**src/hdl/pal_pkg.sv**
```systemverilog
// types and constants shared by the positional array list
package pal_pkg;

   localparam int DATA_W  = 32;
   localparam int POS_W   = 8;
   localparam int KIND_W  = 2;
   localparam int STAT_W  = 2;
   localparam int TOTAL_W = 8;

   typedef enum logic [KIND_W-1:0] {
      OP_INSERT = 2'd0,
      OP_APPEND = 2'd1,
      OP_DELETE = 2'd2,
      OP_READ   = 2'd3
   } op_type;

   typedef enum logic [STAT_W-1:0] {
      ST_OK      = 2'd0,
      ST_BAD_POS = 2'd1,
      ST_OVERFLOW = 2'd2,
      ST_SKIPPED = 2'd3
   } status_type;

   // commands broadcast to every cell of the row
   typedef struct packed {
      logic ins;    // open a slot at pos and write value there
      logic del;    // close the slot at pos
      logic load;   // cell at pos puts its word on the read bus
      logic walk;   // read bus moves one cell toward the head
   } cell_ctl_type;

endpackage

```
**src/hdl/pal_cell.sv**
```systemverilog
// one list cell: a stored word plus one stage of the read bus
module pal_cell #(
   parameter int INDEX = 0,
   parameter int PW    = 8
) (
   input  logic                              clock,
   input  pal_pkg::cell_ctl_type             ctl,
   input  logic [PW-1:0]                     pos,
   input  logic signed [pal_pkg::DATA_W-1:0] value,
   input  logic signed [pal_pkg::DATA_W-1:0] up_word,
   input  logic signed [pal_pkg::DATA_W-1:0] down_word,
   input  logic signed [pal_pkg::DATA_W-1:0] bus_next,
   output logic signed [pal_pkg::DATA_W-1:0] word,
   output logic signed [pal_pkg::DATA_W-1:0] bus
);
   import pal_pkg::*;

   localparam logic [PW-1:0] IDX = PW'(INDEX);

   logic signed [DATA_W-1:0] word_ff, word_in;
   logic signed [DATA_W-1:0] bus_ff, bus_in;

   always_comb begin
      priority if (ctl.ins && (IDX > pos)) begin
         word_in = up_word;
      end else if (ctl.ins && (IDX == pos)) begin
         word_in = value;
      end else if (ctl.del && (IDX >= pos)) begin
         word_in = down_word;
      end else begin
         word_in = word_ff;
      end
   end

   always_comb begin
      priority if (ctl.load) begin
         bus_in = (IDX == pos) ? word_ff : '0;
      end else if (ctl.walk) begin
         bus_in = bus_next;
      end else begin
         bus_in = bus_ff;
      end
   end

   always_ff @(posedge clock) begin
      word_ff <= word_in;
      bus_ff  <= bus_in;
   end

   assign word = word_ff;
   assign bus  = bus_ff;

endmodule

```
**config.mk**
```make
export PLATFORM = sky130hd
export DESIGN_NAME = pal_cell
export DESIGN_NICKNAME = d
export VERILOG_FILES = /design/src/hdl/pal_pkg.sv /design/src/hdl/pal_cell.sv
export SDC_FILE = /design/constraint.sdc
export NUM_CORES = 1
export LEC_CHECK = 0
export BUFFER_PORTS_ARGS = -buffer_cell sky130_fd_sc_hd__buf_2
export CAP_MARGIN = 10
export CORE_MARGIN = 8
export CORE_UTILIZATION = 45
export DETAILED_ROUTE_END_ITERATION = 10
export PLACE_DENSITY = 0.95
export SYNTH_ARGS = -nofsm -noshare
export SYNTH_HDL_FRONTEND = slang
export SYNTH_SLANG_ARGS = --single-unit
```
**constraint.sdc**
```tcl
create_clock -name clock -period 8.8 [get_ports clock]
set_input_delay 1.76 -clock clock [delete_from_list [all_inputs] [get_ports clock]]
set_output_delay 1.76 -clock clock [all_outputs]
set_load 0.005 [all_outputs]
```
After elaboration in Yosys (flattened, before gate mapping)
Index checks and enable logic that the tools add are counted.
{ "word_totals": {"regBits": 64, "input_bits": 141, "out_inout_bits": 64} }
{ "op_classes": {"magnitude_cmp": 2, "n_mux": 6, "n_reduce_logical": 6} }
{ "op_table": {"columns": ["cell", "count"], "rows": [
  ["$mux W32", 6],
  ["$ge A1 B8 Y1 const A", 1],
  ["$gt A1 B8 Y1 const A", 1],
  ["$logic_not A8 Y1", 1],
  ["$logic_and A1 B1 Y1", 3],
  ["$reduce_bool A3 Y1", 1],
  ["$reduce_bool A2 Y1", 1]
]} }

Longest topological paths before layout
Gate-level depths: netlist of run 1.
{ "depth": {"word_depth": 5, "depth_mapped": 4, "ltp_nobuf": 3} }

Worst setup path before layout of run 1
OpenSTA, ideal clock, no wires.
{ "synth_timing": {"path_type": "input-to-reg", "from": "input pos[5]", "to": "register word_ff[0], in the netlist word[0] (enable)", "t_arrival_ns": 3.868, "path_slack_ns": 4.510, "cell_stages": 4, "n_path_buf": 1, "path_cell_list": "nor4_2 > nand2_1 > clkbuf_1 > nor2_1"} }
{ "synth_between": {"elab_chain_cells": 3, "elab_cells_between_ends": 7} }
{ "synth_rtl": {"columns": ["element", "line", "source"], "rows": [
  ["start: declaration", "pal_cell.sv:8", "input logic [PW-1:0] pos,"],
  ["$gt A1 B8 Y1, or another cell as far along", "pal_cell.sv:24", "priority if (ctl.ins && (IDX > pos)) begin"],
  ["$logic_and A1 B1 Y1 (on tied branches)", "pal_cell.sv:24, pal_cell.sv:26, pal_cell.sv:28", null],
  ["$reduce_bool A3 Y1 (no line) (*)", null, null],
  ["end signal: assignment", "pal_cell.sv:46", "word_ff <= word_in;"],
  ["end: declaration", "pal_cell.sv:20", "logic signed [DATA_W-1:0] word_ff, word_in;"]
]} }
Mark *: on every way between the ends. The rest lies on a longest branch, timed or not.
A chain may end at the register's enable or synchronous reset.

Final worst setup path of run 1
{ "layout_timing": {"from": "input pos[1]", "to": "register word_ff[14], in the netlist word[14] (enable)"} }
Same word-level chain as after synthesis.

==> results of run 1 <==
## worst min path at each step
stage / start / end / slack, ns / cells after the start
CTS: word[29]$_DFFE_PP_ / bus[29]$_DFFE_PP_ / 0.61 / 2
detailed placement: word[29]$_DFFE_PP_ / bus[29]$_DFFE_PP_ / 0.60 / 2
global route: word[23]$_DFFE_PP_ / bus[23]$_DFFE_PP_ / 0.65 / 2
global placement: word[8]$_DFFE_PP_ / bus[8]$_DFFE_PP_ / 0.58 / 2
floorplan: word[30]$_DFFE_PP_ / bus[30]$_DFFE_PP_ / 0.60 / 2
finish: word[29]$_DFFE_PP_ / bus[29]$_DFFE_PP_ / 0.62 / 2
## state kept, by name, summed over array words and instances, names as in the netlist
| signal | flops |
|---|---|
| bus | 32 |
| word | 32 |
## cell families (layout without fill, tap and decap cells)
family          Yosys count  count (layout)  synth area share [%]
flops                    64              64                  64.9
buf+inv                  45             221                  6.47
simple gates             39              39                  5.84
compound gates           32              32                  6.77
mux                      32              32                  16.0
## cell usage in the layout (no fill, tap or decap)
cell / n
buf_12: 1
buf_2: 172
buf_4: 1
clkbuf_1: 1
clkbuf_8: 9
clkinv_1: 2
clkinv_2: 2
clkinvlp_4: 1
edfxtp_1: 64
inv_1: 32
mux2_2: 2
mux2_4: 30
nand2_1: 33
nand3_2: 1
nor2_1: 1
nor2_4: 1
nor4_2: 2
o22ai_1: 32
or2_2: 1
## per-stage QoR
stage	power [mW]	utilization, %
floorplan	0.386	-
detailed placement	0.427	60.8
global placement	0.423	60.8
global route	0.652	63.5
finish	0.623	63.5
CTS	0.630	63.2
## critical path: cells and delay by family
| kind | cells | cell delay (ns) |
|---|---|---|
| and+or+nand+nor | 3 | 2.16 |
| buffers and inverters | 1 | 0.10 |
## per-layer routing
| layer | GRT usage, % | up-vias | part of all wire, % |
|---|---|---|---|
| met4 | 7.57 | 0 | 1.7 |
| met2 | 30.6 | 93 | 55 |
| li1 | - | 1106 | - |
| met5 | 0 | - | 0 |
| met3 | 7.25 | 14 | 8.2 |
| met1 | 16.0 | 1029 | 36 |
## cell type report
type / instances / area, um2
clock buffers: 10 / 128
clock inverters: 5 / 25.0
fillers: 489 / 2320
inverters: 32 / 120
multi-input cells: 103 / 853
flip-flops and latches: 64 / 1920
well taps: 77 / 96.3
repair buffers: 174 / 888
## power breakdown
part	switching, mW	internal (mW)
combinational	0.0290	0.0396
sequential	0.00260	0.348
clock	0.106	0.0977
total	0.138	0.486
==> results.toml, run 1 <==
[status]
status = "finished, final reports clean"

[clock_network]
cts_root_buf = "clkbuf_8"
ctsResizeCount = 0
clock_latency_ns = 0.33
path_clk_slew_ns = 0.06
cts_buffers = 9
clock_path_buffers = 2
cts.sinks = 64
holdBufCountCts = 0
cts_tree = "built"
h-tree-depth = 3
cts_setup_buffers = 0

[drt]
drtIter0Drc = 49
routed_wl_mm = 8.14
via_per_inst = 4.82
drc = 0
dr_total_vias = 2242
avgRoutedWirePerCell_um = 17.5
antenna_left = 0
first_pass_iters = 4

[global_route]
grt_pass1_vias = 2598
grt_antenna_before_repair = 0
track_usage_pct = 16.9
grt_pass1_wl_mm = 12.8
gr-total-overflow = 0
grt_start_max_net_pins = 66

[synth]
postSynthCellCount = 212
synth_top_area_share_pct = 64.9
synth-edff-count = 64
syn_nets = 353
synth.distinct_cells = 13
syn-cell-area_mm2 = 0.00296
synthMostInstantiatedCell = "edfxtp_1"
synthFlopType = "edfxtp_1"
async_reset_ff_share_pct = 0
yosys-top-cells-count = "edfxtp_1 (64), nand2_1 (33), inv_1 (32), o22ai_1 (32), mux2_4 (30)"
ys_ff_latch = 64
synth_top_cells_by_area = "edfxtp_1 (65%), mux2_4 (15%), o22ai_1 (6.8%)"
yosysWarnings = 0
yosysSeqAreaShare_pct = 64.9
syn_area_per_cell_um2 = 14.0
yosysTopAreaCell = "edfxtp_1"

[critical_path]
rrSetupSlack_ns = 7.91
cpPeakStageDelay_ns = 1.04
startpoint = "pos[1]"
crit_end = "word[14]$_DFFE_PP_"
cp_max_fo = 33
arrival_ns = 4.04
cp_cell_sequence = "buf_2 -> nor4_2 -> nand2_1 -> nor2_4"
r2r_cells = 2
reg2reg_from = "word[12]$_DFFE_PP_"
worst_ep_required_time_ns = 8.74
crit_slowest_cell = "nor2_4"
crit_path_start_kind = "primary input"
crit_path_end_kind = "register"
worst-setup-path-type = "in2reg"
r2r-end = "bus[12]$_DFFE_PP_"

[timing]
whs_ns = 0.617
fmax_mhz = 244
slew_violations = 0
fin_ws_ns = 4.70
setup-violations-final = 0
min_period_over_period_pct = 46.6
slew_headroom_pct = 20.8
tns_ns = 0
min_period_ns = 4.10
hold_viol_final = 0
finalClockSkew_ns = 0.00990
rsz0062_at_grt = "no"
worst_pin_slew_ns = 1.18

[final_layout]
antenna_cells = 0
stdcell_count = 465
drive_above_1_share_pct = 57.5
final_area_mm2 = 0.00403
fin_nets = 525
synthToLayoutAreaGrowth_pct = 36.3

[placement]
dpl.hpwl_mm = 6.29
dpl.cell_count = 449
dpl_worst_slack_ns = 4.33
place_area_mm2 = 0.00386
gp_congestion = 0.768
port_buffers = 172

[power_and_ir_drop]
vdd_drop_max_mv = 0.106
power.density_mw_per_mm2 = 155
leakage_nw = 2.01

[floorplanning]
die-area_mm2 = 0.00943
io_pins = 205
coreArea_mm2 = 0.00635
num_rows = 29
start_util_pct = 46.6
die_y_um = 97.1
fp.dieW_um = 97.1

[worst_hold_path]
hold_class = "reg2reg"

[job]
cap_violations = 0
Note: power is estimated with default switching activity, not from simulation.
==> run 2, diff against run 1 <==
--- a/config.mk
+++ b/config.mk
@@ -8,9 +8,9 @@
 export BUFFER_PORTS_ARGS = -buffer_cell sky130_fd_sc_hd__buf_2
 export CAP_MARGIN = 10
 export CORE_MARGIN = 8
-export CORE_UTILIZATION = 45
+export CORE_UTILIZATION = 41
 export DETAILED_ROUTE_END_ITERATION = 10
-export PLACE_DENSITY = 0.95
+export PLACE_DENSITY = 0.9
 export SYNTH_ARGS = -nofsm -noshare
 export SYNTH_HDL_FRONTEND = slang
 export SYNTH_SLANG_ARGS = --single-unit
==> constraint.sdc (replaced) <==
create_clock -name clock -period 4 [get_ports clock]
set_input_delay 0.8 -clock clock [delete_from_list [all_inputs] [get_ports clock]]
set_output_delay 0.8 -clock clock [all_outputs]
set_load 0.005 [all_outputs]
==> results.toml, run 2 (synthesized netlist as in run 1, its figures left out) <==
[global_route]
grt_start_max_net_pins = 66
grt_antenna_before_repair = 0
grt_pass1_wl_mm = 12.2
gr-total-overflow = 0
grt_pass1_vias = 2348
track_usage_pct = 15.6

[drt]
first_pass_iters = 4
dr_total_vias = 2274
drc = 0
routed_wl_mm = 8.44
drtIter0Drc = 79
avgRoutedWirePerCell_um = 17.3
via_per_inst = 4.65
antenna_left = 0

[timing]
rsz0062_at_grt = "no"
worst_pin_slew_ns = 0.733
tns_ns = 0
slew_violations = 0
slew_headroom_pct = 51.1
whs_ns = 0.637
hold_viol_final = 0
fmax_mhz = 454
min_period_ns = 2.20
min_period_over_period_pct = 55.0
finalClockSkew_ns = 0.0142
setup-violations-final = 0
fin_ws_ns = 1.80

[clock_network]
ctsResizeCount = 0
cts_buffers = 9
clock_latency_ns = 0.32
holdBufCountCts = 0
cts_setup_buffers = 0
h-tree-depth = 3
cts.sinks = 64
clock_path_buffers = 2
cts_tree = "built"
path_clk_slew_ns = 0.08
cts_root_buf = "clkbuf_8"

[floorplanning]
die-area_mm2 = 0.0102
start_util_pct = 41.5
io_pins = 205
coreArea_mm2 = 0.00714
die_y_um = 101
fp.dieW_um = 101
num_rows = 31

[final_layout]
drive_above_1_share_pct = 57.9
antenna_cells = 0
final_cell_mix = "buf_2 (172), edfxtp_1 (64), nand2_1 (33)"
multiInputGateArea_um2 = 848
fin_nets = 527
seq_area_mm2 = 0.00192
nFillCells = 625
synthToLayoutAreaGrowth_pct = 37.9
final_common_cell = "buf_2"
fin_util_pct = 57.2

[power_and_ir_drop]
vdd_drop_max_mv = 0.167
switchingPower_mw = 0.302
internal_power_mw = 1.13
swShare_pct = 21.1
leakage_nw = 2.03
pwr-share-seq_pct = 53.8
power.density_mw_per_mm2 = 352
pwr-share-clk_pct = 35.7
p_comb_share_pct = 10.5

[job]
cap_violations = 0

[critical_path]
worst_ep_required_time_ns = 3.97
cp_max_fo = 33
worst-setup-path-type = "in2reg"
cpPeakStageDelay_ns = 0.38
arrival_ns = 2.17
crit_path_end_kind = "register"
cp_cell_sequence = "buf_2 -> nor4_2 -> nand2_1 -> buf_4 -> nor2_2 -> buf_4"
cp_common_cell = "buf_4"
crit_slowest_cell = "nor4_2"
crit_path_start_kind = "primary input"

[placement]
gp_congestion = 0.803
dpl.hpwl_mm = 6.76
port_buffers = 172
dpl_worst_slack_ns = 1.46

[status]
status = "finished, final reports clean"

[worst_hold_path]
hold_class = "reg2reg"
==> run 2: worst max-delay path: cells and delay by family <==
kind | cells | cell delay, ns
AND/OR/NAND/NOR | 3 | 0.62
buffers and inverters | 3 | 0.73
==> run 2: layout make-up <==
cell class,instances,area share [%]
clock buffer,10,3.13
clock inverter,5,1.20
inverter,32,2.94
multi-input combinational,103,20.8
sequential,64,47.1
tap,99,3.03
timing repair buffer,176,21.8
==> run 2: worst paths after layout <==
path	cells after the start	start	slack (ns)	endpoint
setup / recovery	6	pos[5]	1.80	word[9]$_DFFE_PP_
hold / removal	2	word[26]$_DFFE_PP_	0.64	bus[26]$_DFFE_PP_
setup reg to reg	2	word[9]$_DFFE_PP_	3.11	bus[9]$_DFFE_PP_
hold reg to reg	2	word[26]$_DFFE_PP_	0.64	bus[26]$_DFFE_PP_
==> run 2: routing by layer <==
| metal | global-route usage (%) | vias up | routed length [um] |
|---|---|---|---|
| met5 | 0 | - | 0 |
| met4 | 6.64 | 0 | 115 |
| met3 | 2.97 | 9 | 435 |
| met2 | 28.5 | 77 | 4760 |
| met1 | 17.2 | 1081 | 3140 |
| li1 | - | 1107 | - |
==> run 2: power by group through the flow <==
stage                     clock network, mW  registers, mW  logic, mW
after floorplan                           0          0.791     0.0585
after global placement                    0          0.786      0.145
after detailed placement                  0          0.787      0.152
after CTS                             0.520          0.773      0.153
after global routing                  0.549          0.774      0.164
final                                 0.512          0.772      0.151
==> run 2: stage by stage <==
stage,cell area (um2),instances,power [mW]
finish,4080,489,1.43
global route,4080,489,1.49
CTS,4080,489,1.45
detailed placement,3910,474,0.939
global placement,3910,474,0.931
floorplan,2960,212,0.849
==> run 3, diff against run 2 <==
==> constraint.sdc (replaced) <==
create_clock -name clock -period 2.1 [get_ports clock]
set_input_delay 0.42 -clock clock [delete_from_list [all_inputs] [get_ports clock]]
set_output_delay 0.42 -clock clock [all_outputs]
set_load 0.005 [all_outputs]
==> results.toml, run 3 (synthesized netlist as in run 1, its figures left out) <==
[floorplanning]
coreArea_mm2 = 0.00714
fp.dieW_um = 101
start_util_pct = 41.5
io_pins = 205
die_y_um = 101
die-area_mm2 = 0.0102
num_rows = 31

[timing]
rsz0062_at_grt = "no"
min_period_over_period_pct = 72.4
worst_pin_slew_ns = 0.704
min_period_ns = 1.52
tns_ns = 0
hold_viol_final = 0
finalClockSkew_ns = 0.00608
slew_violations = 0
setup-violations-final = 0
fmax_mhz = 658
slew_headroom_pct = 53.1

[final_layout]
final_common_cell = "buf_2"
antenna_cells = 0
final_area_mm2 = 0.00409
final_cell_mix = "buf_2 (172), edfxtp_1 (64), nand2_1 (33)"
multiInputGateArea_um2 = 853
nFillCells = 628
seq_area_mm2 = 0.00192
fin_nets = 527
synthToLayoutAreaGrowth_pct = 38.2
drive_above_1_share_pct = 57.8

[drt]
avgRoutedWirePerCell_um = 16.9
drc = 0
routed_wl_mm = 8.30
via_per_inst = 4.56
first_pass_iters = 4
antenna_left = 0
dr_total_vias = 2234
drtIter0Drc = 85

[critical_path]
cp_max_fo = 32
arrival_ns = 1.59
worst_ep_required_time_ns = 2.17
worst-setup-path-type = "in2reg"
crit_path_end_kind = "register"
crit_path_start_kind = "primary input"

[placement]
dpl.hpwl_mm = 6.72
gp_congestion = 0.861
port_buffers = 172
place_area_mm2 = 0.00394

[global_route]
track_usage_pct = 16.0
grt_antenna_before_repair = 0
gr-total-overflow = 0
grt_start_max_net_pins = 65
grt_pass1_vias = 2383
grt_pass1_wl_mm = 12.2

[clock_network]
holdBufCountCts = 0
path_clk_slew_ns = 0.07
cts_buffers = 9
cts_tree = "built"
h-tree-depth = 3
cts.sinks = 64
clock_latency_ns = 0.33
cts_root_buf = "clkbuf_8"
cts_setup_buffers = 0
clock_path_buffers = 2
ctsResizeCount = 0

[power_and_ir_drop]
leakage_nw = 2.03
vdd_drop_max_mv = 0.260
power.density_mw_per_mm2 = 636

[job]
cap_violations = 0

[worst_hold_path]
hold_class = "in2reg"

[status]
status = "finished, final reports clean"
[run 3: cell types whose count changed in the layout (fill, tap and decap cells not counted)]
cell       change
nor2_2         -1
buf_4          -2
clkinv_2       +1
nor2_4         +1
bufinv_16      -1
clkbuf_1       +1
buf_12         +2
[run 3: cell type report]
class	instances	area share, %
Clock buffer	11	3.21
Clock inverter	5	0.581
Inverter	32	2.94
Multi-Input combinational cell	103	20.9
Sequential cell	64	47.0
Tap cell	99	3.03
Timing Repair Buffer	176	22.4
[run 3: final timing paths]
kind,to,slack [ns],start,cells after the start
hold / removal,word[11]$_DFFE_PP_,0.39,down_word[11],2
setup / recovery,word[14]$_DFFE_PP_,0.58,pos[1],5
hold reg to reg,bus[18]$_DFFE_PP_,0.63,word[18]$_DFFE_PP_,2
setup reg to reg,bus[15]$_DFFE_PP_,1.24,word[15]$_DFFE_PP_,2
[run 3: through the flow]
stage	std cells	hold slack, ns	utilization (%)	power [mW]	setup slack (ns)
2_1_floorplan	212	0.598	-	1.62	0.00930
5_1_grt	490	0.365	57.3	2.72	0.537
3_5_place_dp	474	0.606	55.1	1.79	0.247
4_1_cts	490	0.371	57.3	2.63	0.596
3_3_place_gp	474	0.595	55.1	1.77	0.262
6_report	490	0.389	57.3	2.60	0.580
[run 3: worst max-delay path: stages]
cell and delay (ns):
buf_2 0.10, nor4_2 0.36, nand3_2 0.15, buf_12 0.21, mux2_4 0.33
[run 3: layer usage]
metal	vias to the layer above	global-route usage, %	routed length, um	part of all wire, %
li1	1109	-	-	-
met1	1018	17.1	3080	37
met2	86	28.0	4540	55
met3	21	3.45	386	4.7
met4	0	10.1	300	3.6
met5	-	0	0	0
[run 3: power by group]
group          switching, mW  total (mW)  internal [mW]
sequential            0.0107        1.47           1.46
combinational          0.121       0.287          0.166
clock                  0.430       0.846          0.416
total                  0.561        2.60           2.04
